<file path="src/hdl/khcs_pkg.sv">
`timescale 1ns / 1ps
// ----------------------------------------------------------------------------
// khcs_pkg
// Shared types, constants and SHA-256 helper functions for the keyed hop
// channel selector.
// ----------------------------------------------------------------------------
package khcs_pkg;

   localparam int NUM_CHANNELS = 9;
   localparam int HOP_SHIFT    = 8;
   localparam int SEL_SHIFT    = HOP_SHIFT + 8;
   localparam int TBL_AW       = $clog2(NUM_CHANNELS);
   localparam int CNT_W        = 7;   // holds NUM_CHANNELS up to 127

   // selector remainder: one byte per cycle, quotient by reciprocal multiply
   localparam int SEL_XW    = CNT_W + 8;
   localparam int SEL_RSH   = 22;
   localparam int SEL_PW    = SEL_XW + SEL_RSH;
   localparam int SEL_RECIP = ((1 << SEL_RSH) + NUM_CHANNELS - 1) / NUM_CHANNELS;

   localparam logic [7:0] REG_KEY_UPPER = 8'd0;
   localparam logic [7:0] REG_KEY_LOWER = 8'd1;
   localparam logic [7:0] REG_IDENT     = 8'd2;
   localparam logic [7:0] REG_ON        = 8'd3;

   localparam logic [1:0] BLK_IPAD  = 2'd0;
   localparam logic [1:0] BLK_MSG   = 2'd1;
   localparam logic [1:0] BLK_OPAD  = 2'd2;
   localparam logic [1:0] BLK_OUTER = 2'd3;

   localparam logic [31:0] PAD_WORD     = 32'h8000_0000;
   localparam logic [31:0] LEN_DERIVE   = 32'd576;
   localparam logic [31:0] LEN_HOP      = 32'd544;
   localparam logic [31:0] LEN_OUTER    = 32'd768;
   localparam logic [31:0] HOP_MULT     = 32'd100;
   localparam logic [7:0]  IPAD_BYTE    = 8'h36;
   localparam logic [7:0]  OPAD_BYTE    = 8'h5c;

   localparam logic [255:0] SHA_IV = {
      32'h6a09e667, 32'hbb67ae85, 32'h3c6ef372, 32'ha54ff53a,
      32'h510e527f, 32'h9b05688c, 32'h1f83d9ab, 32'h5be0cd19};

   typedef enum logic [1:0] {
      SHA_IDLE,
      SHA_RUN,
      SHA_FOLD
   } sha_state_type;

   typedef enum logic [3:0] {
      M_IDLE,
      M_INIT,
      M_HSTART,
      M_HWAIT,
      M_DIV,
      M_RDA,
      M_RDB,
      M_WRA,
      M_WRB,
      M_SELDIV,
      M_SELRD,
      M_SELWAIT,
      M_DONE
   } main_state_type;

   typedef struct packed {
      logic start;
      logic use_iv;
   } sha_ctl_type;

   function automatic logic [31:0] rotr32(input logic [31:0] x, input int unsigned n);
      return (x >> n) | (x << (32 - n));
   endfunction

   function automatic logic [31:0] round_k(input logic [5:0] idx);
      logic [31:0] k;
      case (idx)
         6'd0:  k = 32'h428a2f98;  6'd1:  k = 32'h71374491;
         6'd2:  k = 32'hb5c0fbcf;  6'd3:  k = 32'he9b5dba5;
         6'd4:  k = 32'h3956c25b;  6'd5:  k = 32'h59f111f1;
         6'd6:  k = 32'h923f82a4;  6'd7:  k = 32'hab1c5ed5;
         6'd8:  k = 32'hd807aa98;  6'd9:  k = 32'h12835b01;
         6'd10: k = 32'h243185be;  6'd11: k = 32'h550c7dc3;
         6'd12: k = 32'h72be5d74;  6'd13: k = 32'h80deb1fe;
         6'd14: k = 32'h9bdc06a7;  6'd15: k = 32'hc19bf174;
         6'd16: k = 32'he49b69c1;  6'd17: k = 32'hefbe4786;
         6'd18: k = 32'h0fc19dc6;  6'd19: k = 32'h240ca1cc;
         6'd20: k = 32'h2de92c6f;  6'd21: k = 32'h4a7484aa;
         6'd22: k = 32'h5cb0a9dc;  6'd23: k = 32'h76f988da;
         6'd24: k = 32'h983e5152;  6'd25: k = 32'ha831c66d;
         6'd26: k = 32'hb00327c8;  6'd27: k = 32'hbf597fc7;
         6'd28: k = 32'hc6e00bf3;  6'd29: k = 32'hd5a79147;
         6'd30: k = 32'h06ca6351;  6'd31: k = 32'h14292967;
         6'd32: k = 32'h27b70a85;  6'd33: k = 32'h2e1b2138;
         6'd34: k = 32'h4d2c6dfc;  6'd35: k = 32'h53380d13;
         6'd36: k = 32'h650a7354;  6'd37: k = 32'h766a0abb;
         6'd38: k = 32'h81c2c92e;  6'd39: k = 32'h92722c85;
         6'd40: k = 32'ha2bfe8a1;  6'd41: k = 32'ha81a664b;
         6'd42: k = 32'hc24b8b70;  6'd43: k = 32'hc76c51a3;
         6'd44: k = 32'hd192e819;  6'd45: k = 32'hd6990624;
         6'd46: k = 32'hf40e3585;  6'd47: k = 32'h106aa070;
         6'd48: k = 32'h19a4c116;  6'd49: k = 32'h1e376c08;
         6'd50: k = 32'h2748774c;  6'd51: k = 32'h34b0bcb5;
         6'd52: k = 32'h391c0cb3;  6'd53: k = 32'h4ed8aa4a;
         6'd54: k = 32'h5b9cca4f;  6'd55: k = 32'h682e6ff3;
         6'd56: k = 32'h748f82ee;  6'd57: k = 32'h78a5636f;
         6'd58: k = 32'h84c87814;  6'd59: k = 32'h8cc70208;
         6'd60: k = 32'h90befffa;  6'd61: k = 32'ha4506ceb;
         6'd62: k = 32'hbef9a3f7;  6'd63: k = 32'hc67178f2;
         default: k = 32'h0;
      endcase
      return k;
   endfunction

endpackage

</file>
<file path="src/hdl/khcs_ram.sv">
`timescale 1ns / 1ps
// ----------------------------------------------------------------------------
// khcs_ram
// Generic single-write, single-read RAM with registered read data.
// ----------------------------------------------------------------------------
module khcs_ram #(
   parameter int WIDTH = 8,
   parameter int DEPTH = 16
) (
   input  logic                     clock,
   input  logic                     we,
   input  logic [$clog2(DEPTH)-1:0] waddr,
   input  logic [WIDTH-1:0]         wdata,
   input  logic [$clog2(DEPTH)-1:0] raddr,
   output logic [WIDTH-1:0]         rdata
);

   logic [WIDTH-1:0] mem_ff [DEPTH];
   logic [WIDTH-1:0] rdata_ff;

   always_ff @(posedge clock) begin
      if (we) begin
         mem_ff[waddr] <= wdata;
      end
      rdata_ff <= mem_ff[raddr];
   end

   assign rdata = rdata_ff;

endmodule

</file>
<file path="src/hdl/khcs_sha_unit.sv">
`timescale 1ns / 1ps
// ----------------------------------------------------------------------------
// khcs_sha_unit
// SHA-256 compression, one round per clock. Chaining value is kept inside;
// a start either restarts from the IV or continues from the last digest.
// ----------------------------------------------------------------------------
module khcs_sha_unit
   import khcs_pkg::*;
(
   input  logic         clock,
   input  logic         reset,
   input  sha_ctl_type  ctl,
   input  logic [511:0] block,
   output logic         done,
   output logic [255:0] digest
);

   sha_state_type state_ff, state_in;
   logic [31:0]   hs_ff [8];
   logic [31:0]   hs_in [8];
   logic [31:0]   v_ff  [8];
   logic [31:0]   v_in  [8];
   logic [31:0]   w_ff  [16];
   logic [31:0]   w_in  [16];
   logic [5:0]    rnd_ff, rnd_in;
   logic          done_ff, done_in;

   logic [31:0] big_s1, big_s0, ch, mj, t1, t2, sm_s0, sm_s1, w_new;
   logic [255:0] base;

   always_ff @(posedge clock) begin
      if (reset) begin
         state_ff <= SHA_IDLE;
         done_ff  <= 1'b0;
      end else begin
         state_ff <= state_in;
         done_ff  <= done_in;
      end
      hs_ff  <= hs_in;
      v_ff   <= v_in;
      w_ff   <= w_in;
      rnd_ff <= rnd_in;
   end

   always_comb begin
      big_s1 = rotr32(v_ff[4], 6) ^ rotr32(v_ff[4], 11) ^ rotr32(v_ff[4], 25);
      ch     = (v_ff[4] & v_ff[5]) ^ (~v_ff[4] & v_ff[6]);
      t1     = v_ff[7] + big_s1 + ch + round_k(rnd_ff) + w_ff[0];
      big_s0 = rotr32(v_ff[0], 2) ^ rotr32(v_ff[0], 13) ^ rotr32(v_ff[0], 22);
      mj     = (v_ff[0] & v_ff[1]) ^ (v_ff[0] & v_ff[2]) ^ (v_ff[1] & v_ff[2]);
      t2     = big_s0 + mj;
      sm_s0  = rotr32(w_ff[1], 7) ^ rotr32(w_ff[1], 18) ^ (w_ff[1] >> 3);
      sm_s1  = rotr32(w_ff[14], 17) ^ rotr32(w_ff[14], 19) ^ (w_ff[14] >> 10);
      w_new  = w_ff[0] + sm_s0 + w_ff[9] + sm_s1;
      base   = ctl.use_iv ? SHA_IV : digest;

      state_in = state_ff;
      hs_in    = hs_ff;
      v_in     = v_ff;
      w_in     = w_ff;
      rnd_in   = rnd_ff;
      done_in  = 1'b0;

      case (state_ff)
         SHA_IDLE: begin
            if (ctl.start) begin
               for (int i = 0; i < 8; i++) begin
                  hs_in[i] = base[255-32*i -: 32];
                  v_in[i]  = base[255-32*i -: 32];
               end
               for (int i = 0; i < 16; i++) begin
                  w_in[i] = block[511-32*i -: 32];
               end
               rnd_in   = 6'd0;
               state_in = SHA_RUN;
            end
         end
         SHA_RUN: begin
            v_in[7] = v_ff[6];
            v_in[6] = v_ff[5];
            v_in[5] = v_ff[4];
            v_in[4] = v_ff[3] + t1;
            v_in[3] = v_ff[2];
            v_in[2] = v_ff[1];
            v_in[1] = v_ff[0];
            v_in[0] = t1 + t2;
            for (int i = 0; i < 15; i++) begin
               w_in[i] = w_ff[i+1];
            end
            w_in[15] = w_new;
            rnd_in   = rnd_ff + 6'd1;
            if (rnd_ff == 6'd63) begin
               state_in = SHA_FOLD;
            end
         end
         SHA_FOLD: begin
            for (int i = 0; i < 8; i++) begin
               hs_in[i] = hs_ff[i] + v_ff[i];
            end
            done_in  = 1'b1;
            state_in = SHA_IDLE;
         end
         default: begin
            state_in = SHA_IDLE;
         end
      endcase
   end

   always_comb begin
      for (int i = 0; i < 8; i++) begin
         digest[255-32*i -: 32] = hs_ff[i];
      end
   end

   assign done = done_ff;

endmodule

</file>
<file path="src/hdl/keyed_hop_channel_select_core.sv">
`timescale 1ns / 1ps
// ----------------------------------------------------------------------------
// keyed_hop_channel_select_core
// Maps a nonce counter to a hop channel through an HMAC-SHA256 keyed
// Fisher-Yates shuffle of channels 1..N.
//
//   channel | dir | ports                          | handshake
//   req     | in  | req_nonce_count                | req_valid / req_stall
//   rsp     | out | rsp_channel, rsp_status        | rsp_valid / rsp_stall
//   csr     | in  | csr_index, csr_wdata           | csr_wr_en
//
// One item at a time. Each HMAC is four compressions on the single SHA
// round unit; after the table fill come N-1 hop HMACs, each with a
// bit-serial modulo and a swap, and then a bytewise selector remainder.
// The hop key is derived again after a register write. An inactive
// session skips all hashing and answers with status set.
// req_stall is high while an item is in work; reset is synchronous.
// ----------------------------------------------------------------------------
module keyed_hop_channel_select_core
   import khcs_pkg::*;
(
   input  logic        clock,
   input  logic        reset,
   input  logic        req_valid,
   output logic        req_stall,
   input  logic [63:0] req_nonce_count,
   output logic        rsp_valid,
   input  logic        rsp_stall,
   output logic [3:0]  rsp_channel,
   output logic        rsp_status,
   input  logic        csr_wr_en,
   input  logic [7:0]  csr_index,
   input  logic [63:0] csr_wdata
);

   main_state_type state_ff, state_in;

   logic [63:0]  key_up_ff, key_lo_ff, ident_ff;
   logic         on_ff;
   logic [255:0] hk_ff, hk_in;
   logic         ready_ff, ready_in;
   logic [63:0]  nonce_ff, nonce_in;
   logic         kd_ff, kd_in;
   logic [1:0]   blk_ff, blk_in;
   logic [255:0] inner_ff, inner_in;
   logic [CNT_W-1:0] n_ff, n_in;
   logic [TBL_AW-1:0] ini_ff, ini_in;
   logic [TBL_AW-1:0] pick_ff, pick_in;
   logic [7:0]   a_ff, a_in;
   logic [63:0]  dvd_ff, dvd_in;
   logic [CNT_W-1:0] rem_ff, rem_in;
   logic [CNT_W-1:0] dvs_ff, dvs_in;
   logic [5:0]   cnt_ff, cnt_in;
   logic [3:0]   res_ch_ff, res_ch_in;
   logic         res_st_ff, res_st_in;
   logic         rsp_valid_ff, rsp_valid_in;
   logic [3:0]   rsp_ch_ff, rsp_ch_in;
   logic         rsp_st_ff, rsp_st_in;

   sha_ctl_type  sha_ctl;
   logic [511:0] sha_block;
   logic         sha_done;
   logic [255:0] sha_digest;

   logic         ram_we;
   logic [TBL_AW-1:0] ram_waddr, ram_raddr;
   logic [7:0]   ram_wdata, ram_rdata;

   logic [511:0] key_blk;
   logic [31:0]  hop_val;
   logic [CNT_W:0] trial;
   logic         cfg_hit;

   logic [SEL_XW-1:0] sel_x, sel_quo, sel_sub;
   logic [SEL_PW-1:0] sel_prod;

   khcs_sha_unit u_sha (
      .clock  (clock),
      .reset  (reset),
      .ctl    (sha_ctl),
      .block  (sha_block),
      .done   (sha_done),
      .digest (sha_digest)
   );

   khcs_ram #(
      .WIDTH (8),
      .DEPTH (NUM_CHANNELS)
   ) u_table (
      .clock (clock),
      .we    (ram_we),
      .waddr (ram_waddr),
      .wdata (ram_wdata),
      .raddr (ram_raddr),
      .rdata (ram_rdata)
   );

   assign cfg_hit = csr_wr_en && (csr_index == REG_KEY_UPPER || csr_index == REG_KEY_LOWER ||
                                  csr_index == REG_IDENT || csr_index == REG_ON);

   always_ff @(posedge clock) begin
      if (reset) begin
         state_ff     <= M_IDLE;
         key_up_ff    <= 64'd0;
         key_lo_ff    <= 64'd0;
         ident_ff     <= 64'd0;
         on_ff        <= 1'b0;
         hk_ff        <= 256'd0;
         ready_ff     <= 1'b0;
         rsp_valid_ff <= 1'b0;
      end else begin
         state_ff     <= state_in;
         hk_ff        <= hk_in;
         ready_ff     <= ready_in & ~cfg_hit;
         rsp_valid_ff <= rsp_valid_in;
         if (csr_wr_en) begin
            case (csr_index)
               REG_KEY_UPPER: key_up_ff <= csr_wdata;
               REG_KEY_LOWER: key_lo_ff <= csr_wdata;
               REG_IDENT:     ident_ff  <= csr_wdata;
               REG_ON:        on_ff     <= csr_wdata[0];
               default: ;
            endcase
         end
      end
      nonce_ff  <= nonce_in;
      kd_ff     <= kd_in;
      blk_ff    <= blk_in;
      inner_ff  <= inner_in;
      n_ff      <= n_in;
      ini_ff    <= ini_in;
      pick_ff   <= pick_in;
      a_ff      <= a_in;
      dvd_ff    <= dvd_in;
      rem_ff    <= rem_in;
      dvs_ff    <= dvs_in;
      cnt_ff    <= cnt_in;
      res_ch_ff <= res_ch_in;
      res_st_ff <= res_st_in;
      rsp_ch_ff <= rsp_ch_in;
      rsp_st_ff <= rsp_st_in;
   end

   // block source for the SHA unit
   always_comb begin
      key_blk = kd_ff ? {key_up_ff, key_lo_ff, 384'd0} : {hk_ff, 256'd0};
      hop_val = {24'd0, nonce_ff[HOP_SHIFT +: 8]} * HOP_MULT
              + {{(32-CNT_W){1'b0}}, n_ff};
      case (blk_ff)
         BLK_IPAD:  sha_block = key_blk ^ {64{IPAD_BYTE}};
         BLK_MSG:   sha_block = kd_ff ? {ident_ff, PAD_WORD, 384'd0, LEN_DERIVE}
                                      : {hop_val, PAD_WORD, 416'd0, LEN_HOP};
         BLK_OPAD:  sha_block = key_blk ^ {64{OPAD_BYTE}};
         BLK_OUTER: sha_block = {inner_ff, PAD_WORD, 192'd0, LEN_OUTER};
         default:   sha_block = 512'd0;
      endcase
   end

   // selector remainder step: previous remainder and next byte
   always_comb begin
      sel_x    = {rem_ff, dvd_ff[63:56]};
      sel_prod = SEL_PW'(sel_x) * SEL_PW'(SEL_RECIP);
      sel_quo  = sel_prod[SEL_RSH +: SEL_XW];
      sel_sub  = sel_x - SEL_XW'(sel_quo * SEL_XW'(NUM_CHANNELS));
   end

   always_comb begin
      trial = {rem_ff, dvd_ff[63]};

      state_in     = state_ff;
      hk_in        = hk_ff;
      ready_in     = ready_ff;
      nonce_in     = nonce_ff;
      kd_in        = kd_ff;
      blk_in       = blk_ff;
      inner_in     = inner_ff;
      n_in         = n_ff;
      ini_in       = ini_ff;
      pick_in      = pick_ff;
      a_in         = a_ff;
      dvd_in       = dvd_ff;
      rem_in       = rem_ff;
      dvs_in       = dvs_ff;
      cnt_in       = cnt_ff;
      res_ch_in    = res_ch_ff;
      res_st_in    = res_st_ff;
      rsp_ch_in    = rsp_ch_ff;
      rsp_st_in    = rsp_st_ff;
      rsp_valid_in = rsp_valid_ff & rsp_stall;
      sha_ctl      = '{start: 1'b0, use_iv: ~blk_ff[0]};
      ram_we       = 1'b0;
      ram_waddr    = ini_ff;
      ram_wdata    = 8'd0;
      ram_raddr    = pick_ff;

      // bit-serial remainder step for the swap index
      if (state_ff == M_DIV) begin
         if (trial >= {1'b0, dvs_ff}) begin
            rem_in = CNT_W'(trial - {1'b0, dvs_ff});
         end else begin
            rem_in = trial[CNT_W-1:0];
         end
         dvd_in = {dvd_ff[62:0], 1'b0};
         cnt_in = cnt_ff + 6'd1;
      end

      case (state_ff)
         M_IDLE: begin
            if (req_valid) begin
               nonce_in = req_nonce_count;
               if (!on_ff) begin
                  res_ch_in = 4'd0;
                  res_st_in = 1'b1;
                  state_in  = M_DONE;
               end else begin
                  kd_in    = ~ready_ff;
                  blk_in   = BLK_IPAD;
                  ini_in   = '0;
                  state_in = M_INIT;
               end
            end
         end
         M_INIT: begin
            ram_we    = 1'b1;
            ram_waddr = ini_ff;
            ram_wdata = 8'({1'b0, ini_ff} + 1'b1);
            ini_in    = ini_ff + 1'b1;
            if (ini_ff == TBL_AW'(NUM_CHANNELS - 1)) begin
               n_in     = CNT_W'(NUM_CHANNELS - 1);
               state_in = M_HSTART;
            end
         end
         M_HSTART: begin
            sha_ctl.start = 1'b1;
            state_in      = M_HWAIT;
         end
         M_HWAIT: begin
            if (sha_done) begin
               if (blk_ff != BLK_OUTER) begin
                  if (blk_ff == BLK_MSG) begin
                     inner_in = sha_digest;
                  end
                  blk_in   = blk_ff + 2'd1;
                  state_in = M_HSTART;
               end else begin
                  blk_in = BLK_IPAD;
                  if (kd_ff) begin
                     hk_in    = sha_digest;
                     ready_in = 1'b1;
                     kd_in    = 1'b0;
                     state_in = M_HSTART;
                  end else begin
                     dvd_in   = {32'd0, sha_digest[255:224]};
                     dvs_in   = n_ff + 1'b1;
                     rem_in   = '0;
                     cnt_in   = 6'd0;
                     state_in = M_DIV;
                  end
               end
            end
         end
         M_DIV: begin
            if (cnt_ff == 6'd63) begin
               pick_in  = TBL_AW'(rem_in);
               state_in = M_RDA;
            end
         end
         M_RDA: begin
            ram_raddr = n_ff[TBL_AW-1:0];
            state_in  = M_RDB;
         end
         M_RDB: begin
            ram_raddr = pick_ff;
            a_in      = ram_rdata;
            state_in  = M_WRA;
         end
         M_WRA: begin
            ram_we    = 1'b1;
            ram_waddr = n_ff[TBL_AW-1:0];
            ram_wdata = ram_rdata;
            state_in  = M_WRB;
         end
         M_WRB: begin
            ram_we    = 1'b1;
            ram_waddr = pick_ff;
            ram_wdata = a_ff;
            if (n_ff == CNT_W'(1)) begin
               dvd_in   = nonce_ff >> SEL_SHIFT;
               rem_in   = '0;
               cnt_in   = 6'd0;
               state_in = M_SELDIV;
            end else begin
               n_in     = n_ff - 1'b1;
               state_in = M_HSTART;
            end
         end
         M_SELDIV: begin
            rem_in = sel_sub[CNT_W-1:0];
            dvd_in = {dvd_ff[55:0], 8'd0};
            cnt_in = cnt_ff + 6'd1;
            if (cnt_ff == 6'd7) begin
               pick_in  = TBL_AW'(sel_sub);
               state_in = M_SELRD;
            end
         end
         M_SELRD: begin
            ram_raddr = pick_ff;
            state_in  = M_SELWAIT;
         end
         M_SELWAIT: begin
            res_ch_in = ram_rdata[3:0];
            res_st_in = 1'b0;
            state_in  = M_DONE;
         end
         M_DONE: begin
            if (!rsp_valid_ff || !rsp_stall) begin
               rsp_valid_in = 1'b1;
               rsp_ch_in    = res_ch_ff;
               rsp_st_in    = res_st_ff;
               state_in     = M_IDLE;
            end
         end
         default: begin
            state_in = M_IDLE;
         end
      endcase
   end

   assign req_stall   = (state_ff != M_IDLE);
   assign rsp_valid   = rsp_valid_ff;
   assign rsp_channel = rsp_ch_ff;
   assign rsp_status  = rsp_st_ff;

endmodule

</file>
<file path="config.mk">
export PLATFORM = sky130hd
export DESIGN_NAME = keyed_hop_channel_select_core
export DESIGN_NICKNAME = d
export VERILOG_FILES = /design/src/hdl/khcs_pkg.sv /design/src/hdl/khcs_ram.sv /design/src/hdl/khcs_sha_unit.sv /design/src/hdl/keyed_hop_channel_select_core.sv
export SDC_FILE = /design/constraint.sdc
export NUM_CORES = 2
export LEC_CHECK = 0
export BUFFER_PORTS_ARGS = -buffer_cell sky130_fd_sc_hd__buf_2
export CORE_MARGIN = 1
export CORE_UTILIZATION = 50
export DETAILED_ROUTE_END_ITERATION = 16
export PLACE_DENSITY = 0.66
export REMOVE_ABC_BUFFERS = 1
export SYNTH_ARGS = -nofsm -noshare
export SYNTH_HDL_FRONTEND = slang
export SYNTH_SLANG_ARGS = --single-unit
</file>
<file path="constraint.sdc">
create_clock -name clock -period 22.6 [get_ports clock]
set_clock_uncertainty 0.05 [all_clocks]
set_input_delay 0 -clock clock [delete_from_list [all_inputs] [get_ports clock]]
set_output_delay 0 -clock clock [all_outputs]
set_load 0.005 [all_outputs]
</file>
Word-level counts from Yosys, hierarchy flattened

Memories as Yosys holds them, arrays and structs flattened. A register that Yosys moved wholly into a read port is not among the register bits.
Cells that the tools add are included.

Add/sub/neg operators: 28
Multiply operators: 3
Order comparisons: 1
Eq/ne operators: 38
Mux-type cells: 84
Bitwise operators: 35
Reduce and logical (&&, ||, !) cells: 39

Operators by type and width:

| kind                     | number |
|---|---|
| $pmux W512 S4            | 1 |
| $mux W512                | 3 |
| $pmux W256 S2            | 2 |
| $pmux W512 S2            | 1 |
| $add A32 B32 Y32         | 18 |
| $mux W256                | 2 |
| $not A256 Y256           | 2 |
| $mux W64                 | 5 |
| $xor A32 B32 Y32         | 9 |
| $pmux W64 S3             | 1 |
| $and A32 B32 Y32         | 5 |
| $mux W4                  | 15 |
| $mux W7                  | 8 |
| $pmux W4 S13             | 1 |
| $mux W6                  | 7 |
| $mul A15 B18 Y33 const B | 1 |
| $not A32 Y32             | 1 |
| $or A10 B32 Y32          | 1 |
| $or A13 B32 Y32          | 1 |
| $or A14 B32 Y32          | 1 |
| $or A15 B32 Y32          | 1 |
| $or A19 B32 Y32          | 1 |
| $or A21 B32 Y32          | 1 |
| $or A25 B32 Y32          | 1 |
| 56 further kinds         | 139 |

Register bits after elaboration: 1928
Memory bits (writable): 72
Bits in read-only memories: 2048
Bits of input ports: 141
Logic and storage cells: 289
Memories: 2

Memories:

| memory           | words | bits a word | read ports | clocked after memory_dff | write ports | RTL line       | text |
|---|---|---|---|---|---|---|---|
| (name not given) | 64    | 32          | 1          | 1                        | 0           | khcs_pkg.sv:76 | `case (idx)` |
| u_table.mem_ff   | 9     | 8           | 1          | 1                        | 1           | khcs_ram.sv:18 | `logic [WIDTH-1:0] mem_ff [DEPTH];` |

Depth between registers and ports, before layout

Depth after elaboration: 9
Mapped depth: 34
Gate-level depth less buffers: 34

Modules after synthesis

From an unflattened synthesis, not the netlist that was laid out.

Cells, all modules: 12285
Area, all modules: 116743.2 um^2

Modules (own cells, without submodules):

| module                        | instances | cells each | area an instance (um^2) | seq. area each (um^2) |
|---|---|---|---|---|
| khcs_sha_unit                 | 1         | 7889       | 72612.1                 | 31630.3 |
| keyed_hop_channel_select_core | 1         | 4225       | 41066.9                 | 21310.4 |
| khcs_ram                      | 1         | 171        | 3064.2                  | 2322.2 |

Worst setup path before layout

OpenSTA, ideal clock, no wires.

Kind: register to register
Start point: register state_ff[1]
End point: register u_sha.rnd_ff[0] (enable)
Arrival time: 16051 ps
Required time: 21432 ps
Path slack: 5381 ps
Cell stages (with the launch flop): 6
Clock period less this slack: 17219 ps
Cell sequence: dfxtp_1 -> clkbuf_1 -> nor4b_1 -> o21bai_1 -> buf_2 -> inv_1

Word-level cells in the longest chain between the ends: 4

RTL lines:

| item                        | RTL line                             | text |
|---|---|---|
| from (decl)                 | keyed_hop_channel_select_core.sv:36  | `main_state_type state_ff, state_in;` |
| from (signal assigned)      | keyed_hop_channel_select_core.sv:112 | `state_ff <= state_in;` |
| $eq A4 B2 Y1                | keyed_hop_channel_select_core.sv:207 | `case (state_ff)` |
| $mux W1                     | keyed_hop_channel_select_core.sv:207 |  |
| $ne A2 B2 Y1 (no line)      | --                                   |  |
| $reduce_and A2 Y1 (no line) | --                                   |  |
| to (signal assigned)        | khcs_sha_unit.sv:42                  | `rnd_ff <= rnd_in;` |
| to (decl)                   | khcs_sha_unit.sv:25                  | `logic [5:0] rnd_ff, rnd_in;` |

Every way passes these cells.
A chain may end at the register's enable or synchronous reset.

==> run metrics <==
Pins Over Slew Limit 0; status completed; Slew HR 15.0%; Mapped Area 112,000 µm²; vias in the first global route 86,500; max cap viols 0; post-synthesis async set-or-reset flop share 0%; Setup-failing EPs final 0; final worst path period need 9.65 ns; Hold Startpoint rsp_stall; CTS tree built; Area Overhead vs Synth 11.7%; #FFs+latches synth 1,988; root buffer cell clkbuf_16; Core Area 223,000 µm²; CTS Buf Count 215; Worst path most repeated cell fa_1; Syn Area/Cell 9.97 µm²; clk_lat worst skew 0.92 ns; H-tree levels 4; pin count of the biggest net entering global routing 147; CP Launch Point u_sha.v_ff[108]$_DFFE_PP_; GPL Wtd Cong 0.989; grt total ovfl 0; die extent in y 475 µm; Worst path max stage delay 0.62 ns; CP required 23.16 ns; Commonest cells post-synth nand2_1 (1,759), edfxtp_1 (1,417), a21oi_1 (1,155), nor2_1 (684), clkbuf_1 (627); antenna-violating nets left 0; most frequent cell after synthesis nand2_1; Worst setup EP type flop; layout cells sized above 1 6.77%; DR vias 90,800; filler instances 19,200; sequential area share after synthesis 48.2%; final setup TNS 0 ns; CP max-delay cell xnor2_1; All-Layer GR Usage 34.3%; first-pass GRT wire length 573,000 µm; Starting Density 50.3%; leading area contributor after synthesis edfxtp_1; top cell type's share of synthesized area 38.0%; top post-synthesis cells by area edfxtp_1 (38%), dfxtp_1 (10%), ha_1 (6.0%), nand2_1 (5.9%), a21oi_1 (5.2%); YS warnings 0; slew at the pin with the worst max-slew slack 1.26 ns; Port Buf Inserts 139; Synth cell types 99; Post-synth EDFFs 1,417; Hold Path Class primary input to flop; vias per inst 6.28; die area 226,000 µm²; Max FO, Critical Path 6; classification of the worst setup path flop to flop; TritonCTS Sinks 1,988; nets@finish 12,200; initial antenna violation count 11; RR Startpoint u_sha.v_ff[108]$_DFFE_PP_; row cnt 173; PostCTS Resize Cnt 0; die width 475 µm; post-CTS repair timing setup buffer count 0; Period Utilization, post-route 42.7%; CP startpoint kind flop; drt drc 0; DRT Wirelength 395,000 µm; Hold Fails Final Rpt 0; Clock Pin Slew Worst Setup and Hold Paths 0.06 ns; RSZ-0062 raised after global routing no; WP data arrival 10.21 ns; DRT iter0 DRCs 11,900; detailed placement HPWL 267,000 µm; Avg WL per Cell 27.3 µm; DRT Pass-1 Iters 11; Top Ports 148; Mapped Cells 11,200; Longest Clk Path Bufs 3; fmax 104 MHz; most used flip-flop cell after synthesis edfxtp_1
==> routing by layer <==
layer,global-route usage [%],share of wire (%),up-vias
met5,0,0.0038,-
met4,17.9,5.7,2
met3,5.76,10,897
met2,52.6,44,4899
met1,46.7,40,44600
li1,-,-,40400
==> worst paths after layout <==
kind                               end  slack, ns  depth (start not counted)
max reg2reg  u_sha.v_ff[253]$_DFFE_PP_      12.95                         29
min reg2reg   rsp_channel[0]$_DFFE_PP_       0.37                          0
max          u_sha.v_ff[253]$_DFFE_PP_      12.95                         29
min               rsp_status$_DFFE_PP_       0.07                          3
==> sequential cells by signal, summed over array words and instances, names as in the netlist, 36 cells and up, named ones only <==
signal	cells
nonce_ff	56
hk_ff	256
u_table.mem_ff	36
ident_ff	64
inner_ff	256
key_lo_ff	64
u_sha.digest	256
u_sha.w_ff	512
dvd_ff	64
key_up_ff	64
u_sha.v_ff	256
==> worst max-delay path, delay by kind of cell, from the launching register on <==
family	cells	cell delay (ns)
xor gates and xnor gates	4	1.51
buffers and inverters	4	0.28
DFF	1	0.59
AOI/OAI and AO/OA	11	3.32
adders and majority gates	7	3.07
and+or+nand+nor	3	0.49
==> placed cells by master (no fill, tap or decap), types with 92 or more instances in the layout <==
| cell | synthesis | layout |
|---|---|---|
| xor2_1 | 208 | 208 |
| a211oi_1 | 93 | 92 |
| edfxtp_1 | 1417 | 1417 |
| a21oi_1 | 1155 | 1150 |
| clkbuf_16 | 0 | 224 |
| xnor2_1 | 419 | 419 |
| nand2_1 | 1759 | 1756 |
| a21o_1 | 310 | 309 |
| buf_4 | 0 | 152 |
| dlygate4sd3_1 | 0 | 251 |
| dfxtp_1 | 571 | 571 |
| a31oi_1 | 179 | 179 |
| inv_1 | 527 | 526 |
| o21a_1 | 111 | 111 |
| nor3_1 | 148 | 147 |
| nor2_1 | 684 | 676 |
| fa_1 | 269 | 269 |
| mux2i_1 | 165 | 165 |
| nand3_1 | 275 | 275 |
| buf_2 | 14 | 138 |
| ha_1 | 537 | 534 |
| o21ai_0 | 461 | 461 |
| a221oi_1 | 169 | 169 |
==> layout make-up <==
class | instances | area, µm² | share of cell area (%)
clock inverter | 89 | 887 | 0.709
multi-input combinational | 8000 | 53600 | 42.8
timing repair buffer | 553 | 4580 | 3.66
clock buffer | 320 | 6350 | 5.07
tap | 2975 | 3720 | 2.98
antenna | 5 | 12.5 | 0.0100
sequential | 1988 | 54000 | 43.1
inverter | 535 | 2020 | 1.62
==> through the flow <==
stage	hold slack (ns)	setup slack (ns)	area (µm²)	utilization (%)	cells
floorplan	0.0191	0.936	109000	-	10500
global placement	0.128	13.23	115000	51.8	13800
detailed placement	0.128	13.16	115000	51.8	13800
CTS	0.00521	13.08	125000	56.2	14500
global route	0.0557	12.79	125000	56.2	14500
finish	0.0706	12.95	125000	56.2	14500
==> cells by family after synthesis <==
family / count (synthesis) / synth area share, %
adder cells (fa/ha/maj): 815 / 10.9
AO/OA/AOI/OAI: 3057 / 17.2
flip-flops: 1988 / 48.2
multiplexers: 213 / 2.04
AND/OR/NAND/NOR: 3288 / 12.5
buffers and inverters: 1249 / 4.20
XOR/XNOR: 627 / 4.90
==> what timing repair did <==
action                                  CTS  global route
endpoints found under the setup margin    0             0
hold buffers                            252             0
endpoints found under the hold margin   396             0
Power is left out: the tool's default activity adds up to more than one toggle a clock period on the data nets, which glitch-free logic cannot reach.
